File: src/sensor_status_moving_average_assert.svh
// ----------------------------------------------------------------------------
// Assertion macros for the sensor status moving average block
// Concurrent checks on the clock, disabled during reset.
// ----------------------------------------------------------------------------
`ifndef SENSOR_STATUS_MOVING_AVERAGE_ASSERT_SVH
`define SENSOR_STATUS_MOVING_AVERAGE_ASSERT_SVH

// Same-cycle implication
`define SSMA_ASSERT_NOW(label, ante, cons, msg) \
   label: assert property (@(posedge clock) disable iff (reset) (ante) |-> (cons)) \
      else $error(msg);

// Next-cycle implication
`define SSMA_ASSERT_NEXT(label, ante, cons, msg) \
   label: assert property (@(posedge clock) disable iff (reset) (ante) |=> (cons)) \
      else $error(msg);

`endif

File: src/ssma_pkg.sv
// ----------------------------------------------------------------------------
// ssma_pkg
// Codes and fixed widths shared by the sensor status moving average block.
// ----------------------------------------------------------------------------
package ssma_pkg;

   // Fixed field widths
   localparam int SENSOR_W = 2;
   localparam int STATUS_W = 2;
   localparam int KELVIN_W = 10;
   localparam int BYTE_W   = 8;
   localparam int CSR_IDX_W = 2;

   typedef logic [SENSOR_W-1:0] sensor_idx_type;
   typedef logic [STATUS_W-1:0] status_type;
   typedef logic [KELVIN_W-1:0] kelvin_type;
   typedef logic [BYTE_W-1:0]   byte_type;
   typedef logic [CSR_IDX_W-1:0] csr_idx_type;

   // Read status codes
   localparam status_type STATUS_OK             = 2'd0;
   localparam status_type STATUS_NOT_POWERED    = 2'd1;
   localparam status_type STATUS_NOT_CALIBRATED = 2'd2;
   localparam status_type STATUS_ERROR          = 2'd3;

   // Register indexes
   localparam csr_idx_type CSR_MARKER_NOT_POWERED    = 2'd0;
   localparam csr_idx_type CSR_MARKER_NOT_CALIBRATED = 2'd1;
   localparam csr_idx_type CSR_MARKER_ERROR          = 2'd2;

   // Register reset values
   localparam byte_type MARKER_NOT_POWERED_RST    = 8'd253;
   localparam byte_type MARKER_NOT_CALIBRATED_RST = 8'd252;
   localparam byte_type MARKER_ERROR_RST          = 8'd254;

   // Offset from Kelvin to Celsius
   localparam kelvin_type KELVIN_OFFSET = 10'd273;

endpackage

File: src/sensor_status_moving_average.sv
// ----------------------------------------------------------------------------
// sensor_status_moving_average
// Per-sensor boxcar moving average of temperature status bytes.
// ----------------------------------------------------------------------------
// Each request carries one reading for one sensor. A good reading is stored
// as Celsius (Kelvin minus 273, wrapped to 8 bits), a failed one as the
// marker byte configured for its status. The byte goes into the sensor's
// WINDOW-entry ring at the shared write slot, and the response returns the
// byte and the truncated average of the whole ring (empty entries count as
// zero). A powered-off request clears that sensor's ring and returns zeros.
// The ring store is a single-port-write, single-read memory with a
// registered read; per-entry valid bits give the all-zero reset and the
// clear on power-off at once, so there is no clearing pass after reset.
// A request passes from acceptance to the response register through a
// write state, one memory read per ring entry, a drain state for the last
// read data, a state for the reciprocal multiply that divides by WINDOW,
// and the response load, which waits while a held response is stalled.
// Powered-off and out-of-range requests go straight to the multiply
// state. The next request is accepted from the cycle after the response
// load. A new request is taken while the previous response still waits
// in the output register.
// ----------------------------------------------------------------------------
module sensor_status_moving_average #(
   parameter int SENSORS = 4,
   parameter int WINDOW  = 10
) (
   input  logic                     clock,
   input  logic                     reset,

   input  logic                     req_valid,
   output logic                     req_stall,
   input  ssma_pkg::sensor_idx_type req_sensor_index,
   input  ssma_pkg::status_type     req_read_status,
   input  ssma_pkg::kelvin_type     req_kelvin,
   input  logic                     req_powered_off,
   input  logic                     req_last_sensor,

   output logic                     rsp_valid,
   input  logic                     rsp_stall,
   output ssma_pkg::sensor_idx_type rsp_sensor_out,
   output ssma_pkg::byte_type       rsp_current_byte,
   output ssma_pkg::byte_type       rsp_average_byte,

   input  logic                     csr_write,
   input  ssma_pkg::csr_idx_type    csr_index,
   input  ssma_pkg::byte_type       csr_data
);
   import ssma_pkg::*;

   `include "sensor_status_moving_average_assert.svh"

   localparam int ENTRIES = SENSORS * WINDOW;
   localparam int ADDR_W  = (ENTRIES > 1) ? $clog2(ENTRIES) : 1;
   localparam int SLOT_W  = $clog2(WINDOW);
   localparam int SUM_W   = $clog2(255 * WINDOW + 1);
   localparam int SHIFT   = SUM_W + $clog2(WINDOW);
   localparam int PROD_W  = SUM_W + SHIFT;
   localparam int RECIP   = ((1 << SHIFT) + WINDOW - 1) / WINDOW;
   localparam logic [SLOT_W-1:0] SLOT_MAX = SLOT_W'(WINDOW - 1);

   // Sequencer states
   localparam logic [2:0] S_IDLE  = 3'd0;
   localparam logic [2:0] S_WRITE = 3'd1;
   localparam logic [2:0] S_READ  = 3'd2;
   localparam logic [2:0] S_DRAIN = 3'd3;
   localparam logic [2:0] S_MUL   = 3'd4;
   localparam logic [2:0] S_DONE  = 3'd5;

   logic [2:0]        state_ff, state_in;
   logic [SLOT_W-1:0] slot_ff, slot_in;
   logic [SLOT_W-1:0] cnt_ff, cnt_in;
   logic [ADDR_W-1:0] base_ff, base_in;
   logic [ADDR_W-1:0] wr_addr_ff, wr_addr_in;
   sensor_idx_type    sensor_ff;
   byte_type          cur_ff, cur_in;
   logic [SUM_W-1:0]  sum_ff, sum_in;
   logic [PROD_W-1:0] prod_ff;
   logic              rd_pend_ff, rd_pend_in;
   logic              rd_valid_ff;
   byte_type          rd_data_ff;
   logic [ENTRIES-1:0] valid_ff, valid_in;
   byte_type          mark_np_ff, mark_nc_ff, mark_err_ff;
   logic              rsp_valid_ff;
   sensor_idx_type    rsp_sensor_ff;
   byte_type          rsp_cur_ff, rsp_avg_ff;

   logic              req_accept;
   logic              rsp_free;
   logic              in_range;
   logic              mem_we;
   logic [ADDR_W-1:0] rd_addr;
   byte_type          status_byte;
   logic [SUM_W-1:0]  rd_term;

   byte_type          ring_mem [ENTRIES];

   assign req_stall  = (state_ff != S_IDLE);
   assign req_accept = req_valid && !req_stall;
   assign rsp_free   = !rsp_valid_ff || !rsp_stall;
   assign in_range   = int'(req_sensor_index) < SENSORS;
   assign mem_we     = (state_ff == S_WRITE);
   assign rd_addr    = base_ff + ADDR_W'(cnt_ff);
   assign rd_term    = rd_valid_ff ? SUM_W'(rd_data_ff) : '0;

   // Translate the reading into the byte to store
   always_comb begin
      case (req_read_status)
         STATUS_OK:             status_byte = BYTE_W'(req_kelvin - KELVIN_OFFSET);
         STATUS_NOT_POWERED:    status_byte = mark_np_ff;
         STATUS_NOT_CALIBRATED: status_byte = mark_nc_ff;
         STATUS_ERROR:          status_byte = mark_err_ff;
         default:               status_byte = mark_err_ff;
      endcase
   end

   // Sequence one request through write, ring sweep and divide
   always_comb begin
      state_in   = state_ff;
      slot_in    = slot_ff;
      cnt_in     = cnt_ff;
      base_in    = base_ff;
      wr_addr_in = wr_addr_ff;
      cur_in     = cur_ff;
      sum_in     = sum_ff;
      rd_pend_in = 1'b0;
      valid_in   = valid_ff;

      // Accumulate returning read data
      if (rd_pend_ff) begin
         sum_in = sum_ff + rd_term;
      end

      case (state_ff)
         S_IDLE: begin
            if (req_accept) begin
               base_in    = ADDR_W'(int'(req_sensor_index) * WINDOW);
               wr_addr_in = ADDR_W'(int'(req_sensor_index) * WINDOW) + ADDR_W'(slot_ff);
               cnt_in     = '0;
               sum_in     = '0;
               if (req_powered_off) begin
                  // Clear this sensor's row, answer zero
                  cur_in = '0;
                  for (int s = 0; s < SENSORS; s++) begin
                     for (int j = 0; j < WINDOW; j++) begin
                        if (int'(req_sensor_index) == s) begin
                           valid_in[s * WINDOW + j] = 1'b0;
                        end
                     end
                  end
                  state_in = S_MUL;
               end else begin
                  cur_in = status_byte;
                  // Advance the shared slot on the last sensor
                  if (req_last_sensor) begin
                     slot_in = (slot_ff == SLOT_MAX) ? '0 : slot_ff + 1'b1;
                  end
                  state_in = in_range ? S_WRITE : S_MUL;
               end
            end
         end
         S_WRITE: begin
            valid_in[wr_addr_ff] = 1'b1;
            state_in = S_READ;
         end
         S_READ: begin
            rd_pend_in = 1'b1;
            cnt_in     = cnt_ff + 1'b1;
            if (cnt_ff == SLOT_MAX) begin
               state_in = S_DRAIN;
            end
         end
         S_DRAIN: begin
            state_in = S_MUL;
         end
         S_MUL: begin
            state_in = S_DONE;
         end
         S_DONE: begin
            if (rsp_free) begin
               state_in = S_IDLE;
            end
         end
         default: begin
            state_in = S_IDLE;
         end
      endcase
   end

   // Control registers
   always_ff @(posedge clock) begin
      if (reset) begin
         state_ff    <= S_IDLE;
         slot_ff     <= '0;
         rd_pend_ff  <= 1'b0;
         valid_ff    <= '0;
         rsp_valid_ff <= 1'b0;
         mark_np_ff  <= MARKER_NOT_POWERED_RST;
         mark_nc_ff  <= MARKER_NOT_CALIBRATED_RST;
         mark_err_ff <= MARKER_ERROR_RST;
      end else begin
         state_ff   <= state_in;
         slot_ff    <= slot_in;
         rd_pend_ff <= rd_pend_in;
         valid_ff   <= valid_in;
         if (state_ff == S_DONE && rsp_free) begin
            rsp_valid_ff <= 1'b1;
         end else if (!rsp_stall) begin
            rsp_valid_ff <= 1'b0;
         end
         // Marker registers, unknown indexes dropped
         if (csr_write) begin
            case (csr_index)
               CSR_MARKER_NOT_POWERED:    mark_np_ff  <= csr_data;
               CSR_MARKER_NOT_CALIBRATED: mark_nc_ff  <= csr_data;
               CSR_MARKER_ERROR:          mark_err_ff <= csr_data;
               default: ;
            endcase
         end
      end
   end

   // Datapath registers
   always_ff @(posedge clock) begin
      cnt_ff      <= cnt_in;
      base_ff     <= base_in;
      wr_addr_ff  <= wr_addr_in;
      cur_ff      <= cur_in;
      sum_ff      <= sum_in;
      rd_valid_ff <= valid_ff[rd_addr];
      // Divide by WINDOW through the reciprocal
      prod_ff     <= PROD_W'(sum_ff) * PROD_W'(RECIP);
      if (req_accept) begin
         sensor_ff <= req_sensor_index;
      end
      if (state_ff == S_DONE && rsp_free) begin
         rsp_sensor_ff <= sensor_ff;
         rsp_cur_ff    <= cur_ff;
         rsp_avg_ff    <= prod_ff[SHIFT +: BYTE_W];
      end
   end

   // Ring memory: one write port, one registered read port
   always_ff @(posedge clock) begin
      if (mem_we) begin
         ring_mem[wr_addr_ff] <= cur_ff;
      end
      rd_data_ff <= ring_mem[rd_addr];
   end

   assign rsp_valid        = rsp_valid_ff;
   assign rsp_sensor_out   = rsp_sensor_ff;
   assign rsp_current_byte = rsp_cur_ff;
   assign rsp_average_byte = rsp_avg_ff;

   // Checks
   `SSMA_ASSERT_NOW(a_slot_range, 1'b1, slot_ff <= SLOT_MAX, "write slot out of window")
   `SSMA_ASSERT_NEXT(a_slot_hold, !req_accept, $stable(slot_ff), "slot moved without a request")
   `SSMA_ASSERT_NEXT(a_off_zero, req_accept && req_powered_off, state_ff == S_MUL && sum_ff == '0 && cur_ff == '0, "powered-off request not zeroed")
   `SSMA_ASSERT_NEXT(a_done_load, state_ff == S_DONE && rsp_free, rsp_valid_ff && state_ff == S_IDLE, "response not loaded")

endmodule
File: config.mk
export PLATFORM = sky130hd
export DESIGN_NAME = sensor_status_moving_average
export DESIGN_NICKNAME = d
export VERILOG_FILES = /design/src/ssma_pkg.sv /design/src/sensor_status_moving_average.sv
export VERILOG_INCLUDE_DIRS = /design/src /design/src/src
export SDC_FILE = /design/constraint.sdc
export NUM_CORES = 1
export LEC_CHECK = 0
export BUFFER_PORTS_ARGS = -buffer_cell sky130_fd_sc_hd__buf_2
export CAP_MARGIN = 5
export CORE_UTILIZATION = 25
export CTS_CLUSTER_DIAMETER = 30
export DETAILED_ROUTE_END_ITERATION = 6
export PLACE_DENSITY = 0.42
export SETUP_SLACK_MARGIN = 0.3
export SLEW_MARGIN = 20
export SYNTH_ARGS = -nofsm -noshare
export SYNTH_HDL_FRONTEND = slang
export SYNTH_SLANG_ARGS = --single-unit
File: constraint.sdc
create_clock -name clock -period 8.6 [get_ports clock]
set_clock_uncertainty 0.1 [all_clocks]
set_input_delay 2.58 -clock clock [delete_from_list [all_inputs] [get_ports clock]]
set_output_delay 2.58 -clock clock [all_outputs]
set_load 0.03 [all_outputs]
# Yosys cells after proc, flatten, opt, wreduce, memory -nomap -nowiden
# Memory sizes are Yosys's and may differ from the RTL's. A register that Yosys moved wholly into a read port is not among the register bits.
# Index checks and enable logic that the tools add are counted.
# word_totals
regBits,152
ramBits,320
inputBits,31
output_inout_bits,20
elab_cells,114
mem_count,1
# mem_list
name,words,width,read_ports,rd_clocked_by_memory_dff,write_ports,line_no,source
ring_mem,40,8,1,1,1,sensor_status_moving_average.sv:95,byte_type ring_mem [ENTRIES];
# op_classes
add_sub_neg,6
mul,2
magnitude_cmp,3
n_eq_ne,24
mux,29
bitwise,2
reduce_logical,25
# op_table
op,count
$mux 40,2
$pmux 40 s2,1
$or 40x40->40,1
$mux 12,3
$pmux 8 s4,1
$mul 12x12->23 const B,1
$reduce_and 4->1,5
$pmux 3 s6,1
$ne 2x2->1 const B,8
$lt 6x7->1 const B,2
$add 12x8->12,1
$add 6x4->6,2
$mux 3,4
$mux 1,11
$eq 2x2->1 const B,5
$reduce_and 2->1,5
$add 4x1->4 const B,2
$eq 4x4->1 const B,2
$mux 4,2
$mux 8,1
$pmux 4 s2,1
$sub 8x5->8 const B,1
$bmux 1 s6,1
$demux 1 s6,1
other kinds (16),27

# Depth between registers and ports, before layout
# logic_depth
depth_word,6
ltp_mapped,16
ltp_nobuf,16

# Worst setup path after synthesis
# Ideal clock, no wire load.
# synth_timing
kind,flip-flop to flip-flop
startpoint,register sum_ff[8]
endpoint,register prod_ff[22]
setup_ns,0.122
t_arrival_ns,4.333
required_time_ns,8.378
slack_ns,4.045
stages_incl_launch_ff,16
path_buffers,0
synth_period_minus_slack_ns,4.555
path_cell_list,dfxtp_1 -> ha_1 -> inv_1 -> fa_1 -> fa_1 -> inv_1 -> fa_1 -> inv_1 -> fa_1 -> inv_1 -> ha_1 -> and3_1 -> and2_0 -> a22oi_1 -> o211ai_1 -> a311o_1
# synth_via
elab_chain_len,1
# synth_lines
element,line_no,source
"start, declared",sensor_status_moving_average.sv:76,"logic [SUM_W-1:0] sum_ff, sum_in;"
"start signal, assigned",sensor_status_moving_average.sv:228,sum_ff <= sum_in;
$mul 12x12->23,sensor_status_moving_average.sv:231,prod_ff <= PROD_W'(sum_ff) * PROD_W'(RECIP);
"end signal, assigned",sensor_status_moving_average.sv:231,
"end, declared",sensor_status_moving_average.sv:77,logic [PROD_W-1:0] prod_ff;
# Every way passes these cells.
# A chain may end at the register's enable or synchronous reset.

# Worst setup path in the final report
# layout_timing
startpoint,register sum_ff[3]
endpoint,register prod_ff[22]
# The elaborated chain is that of the path after synthesis.

==> impl_metrics.csv <==
group,metric,value,unit
power_and_ir_drop,power.total,7.764,mW
cts,cts.sinks,460,
critical_path,max_stage_delay,0.55,ns
cts,cts.reportedPaths.clkPinSlew,0.05,ns
floorplan,core_region_area,82370,um^2
sta,period_share,59.90,%
synthesis,syn_area,20870,um^2
placed_design,io_buffer_count,48,
cts,post_cts_buffers,0,
drt,drtAntennaViolNets,0,
critical_path,reg2reg_to,"prod_ff[22]$_DFF_P_",
global_routing,grt_overflow,0,
cts,cts_resized,0,
critical_path,crit_required,8.99,ns
power_and_ir_drop,peakVddDrop,0.0001539,V
global_routing,grt_use_met2,20.37,%
sta,fmax,194.1,MHz
placed_design,place_congestion,0.7505,
cts,cts_made_buffers,105,
critical_path,startpoint_type,"flop",
final_layout,final_nets,1665,
critical_path,r2r_start,"sum_ff[3]$_DFF_P_",
run_status,status,"finished clean",
floorplan,core.rowCount,105,
final_layout,syn_to_final_growth,24.28,%
synthesis,syn_nets,1547,
floorplan,die_h,291.0,um
job,maxCapViolCount,0,
floorplan,die_w,291.0,um
cts,clock_latency,0.64,ns
sta,final.setup.tns,0,ns
sta,fin_crit,5.151,ns
sta,final_hold_viol_count,0,
power_and_ir_drop,p_leak,9.639,nW
global_routing,first_global_vias,12641,
final_layout,stdcell_area,25940,um^2
synthesis,ys_seq_area_share,61.28,%
final_layout,layout_common_cells,"edfxtp_1, nor2_1, clkbuf_16, mux4_2, dfxtp_1",
critical_path,path_max_fanout,7,
global_routing,grt_util_all_layers,12.12,%
drt,drt_wl_total,50.39,mm
placed_design,dp_hpwl,32.39,mm
floorplan,dieArea,84650,um^2
synthesis,avgSynthCellArea,15.16,um^2
global_routing,antenna_found_initial,3,
cts,clockBufferDepth,3,
drt,vias,11700,
synthesis,synth_top_area_share,51.50,%
drt,route.detailed.drc,0,
placed_design,place_area,22340,um^2
drt,drt-initial-drc-count,568,
synthesis,postSynthCellCount,1377,
sta,rsz0062_at_grt,"no",
cts,cts.htree.levels,3,
synthesis,yosysWarningCount,0,
critical_path,crit_end,"prod_ff[22]$_DFF_P_",
critical_path,cp-startpoint,"sum_ff[3]$_DFF_P_",
final_layout,drive_gt1_share,21.96,%
drt,avgRoutedWirePerCell,18.97,um
synthesis,synth_ff_type,"edfxtp_1",
sta,slew_headroom,31.39,%
drt,vias_per_cell,4.405,
synthesis,yosysTopAreaCell,"edfxtp_1",
critical_path,critPathArrivalTime,5.54,ns
critical_path,r2r_slack,3.45,ns
cts,cts_hold_buf,0,
critical_path,reg2regPathDepth,15,
global_routing,grt_max_degree,95,
critical_path,path_cells,"ha_1, inv_1, fa_1, fa_1, inv_1, fa_1, inv_1, fa_1, inv_1, ha_1, and3_1, and2_0, a22oi_1, o211ai_1, a311o_1",
synthesis,synthArstFlopShare,0,%
drt,firstDrtPassIters,5,
floorplan,pin_count,51,
critical_path,cp-end-kind,"flop",
synthesis,synth.distinct_cells,62,
global_routing,grt_pass1_wl,77.43,mm
sta,setup_viol,0,
global_routing,met3_usage,2.176,%
cts,tritoncts,"built",
critical_path,cp_slowest_cell,"fa_1",
synthesis,synthTopCellsByArea,"edfxtp_1, mux4_2, dfxtp_1",
sta,drv_slew,0,
global_routing,grt-busiest-layer,"met2",
final_layout,final_common_cell,"edfxtp_1",
global_routing,grt_use_met1,15.36,%
cts,cts_root_buffer,"clkbuf_16",
sta,worstMarginPinSlew,1.025,ns
hold_path,hold_path.class,"flop to flop",
synthesis,synth_edf_count,358,
critical_path,critPathKind,"flop to flop",
floorplan,start_util,25.34,%
power_and_ir_drop,pwr_density_cell,299.3,nW/um^2
synthesis,yosys_register_bits,460,
power breakdown:
| group | internal [mW] | switching [mW] |
|---|---|---|
| Clock | 2.69 | 1.26 |
| Combinational | 0.485 | 0.745 |
| Sequential | 2.53 | 0.0564 |
flip-flops by register name (all words and copies together) (netlist names), 2 cells and up:
name and cells:
ring_mem 320, valid_ff 40, sum_ff 12, cur_ff 8
mark_err_ff 8, mark_nc_ff 8, mark_np_ff 8, prod_ff 8
rd_data_ff 8, rsp_average_byte 8, rsp_current_byte 8, wr_addr_ff 6
cnt_ff 4, slot_ff 4, state_ff 3, rsp_sensor_out 2
metrics by stage:
step / hold slack, ns / utilization [%] / setup WS [ns] / std cells
floorplan: 0.2855 / - / 4.045 / 1377
global placement: 0.2856 / 27.12 / 3.379 / 2458
detailed placement: 0.2944 / 27.12 / 3.373 / 2458
CTS: 0.3028 / 31.49 / 3.351 / 2655
global route: 0.3154 / 31.49 / 3.197 / 2656
finish: 0.3013 / 31.49 / 3.449 / 2656
final cells by class:
cell class                      count  area [um^2]
Antenna cell                        1        2.502
Clock buffer                      128         2785
Clock inverter                     69        817.0
Fill cell                        8054        56430
Inverter                           95        356.6
Multi-Input combinational cell    769         7477
Sequential cell                   460        12790
Tap cell                         1070         1339
Timing Repair Buffer               64        372.9
cells in the mapped netlist (16+ instances only):
cell type and n:
mux2i_1 19, clkbuf_1 23, dfxtp_1 102, ha_1 99
nand2_1 72, mux4_2 104, xor2_1 16, nor2_1 127
nand3b_1 19, nor3_1 17, edfxtp_1 358, xnor2_1 20
inv_1 94, nor2b_1 21, a21oi_1 55, fa_1 40
how the worst min path moves through the flow:
stage | startpoint | end | slack, ns | depth (start not counted)
detailed placement | prod_ff[20]$_DFF_P_ | rsp_average_byte[4]$_DFFE_PP_ | 0.29 | 0
finish | prod_ff[16]$_DFF_P_ | rsp_average_byte[0]$_DFFE_PP_ | 0.30 | 0
CTS | prod_ff[19]$_DFF_P_ | rsp_average_byte[3]$_DFFE_PP_ | 0.30 | 0
floorplan | prod_ff[16]$_DFF_P_ | rsp_average_byte[0]$_DFFE_PP_ | 0.29 | 0
global route | prod_ff[16]$_DFF_P_ | rsp_average_byte[0]$_DFFE_PP_ | 0.32 | 0
global placement | prod_ff[16]$_DFF_P_ | rsp_average_byte[0]$_DFFE_PP_ | 0.29 | 0
cells by family after synthesis:
group	Yosys count	share of synthesized area, %
compound gates	153	4.783
xor+xnor	36	1.511
simple gates	317	7.331
flops	460	61.28
fa+ha+maj	139	9.770
mux	124	12.26
buf+inv	148	3.063
critical path: cells and delay by family, from the launching register on:
family / cells / cell delay, ns
buffers and inverters: 4 / 0.24
DFF: 1 / 0.53
adders and majority gates: 6 / 2.68
AOI/OAI and AO/OA: 3 / 1.10
and+or+nand+nor: 2 / 0.34
per-layer routing:
metal | share of wire, % | vias up
met2 | 49 | 201
met4 | 2.3 | 0
met3 | 3.5 | 72
met5 | 0 | -
li1 | - | 5469
met1 | 45 | 5958
No activity file was read; power rests on OpenSTA's default activity.
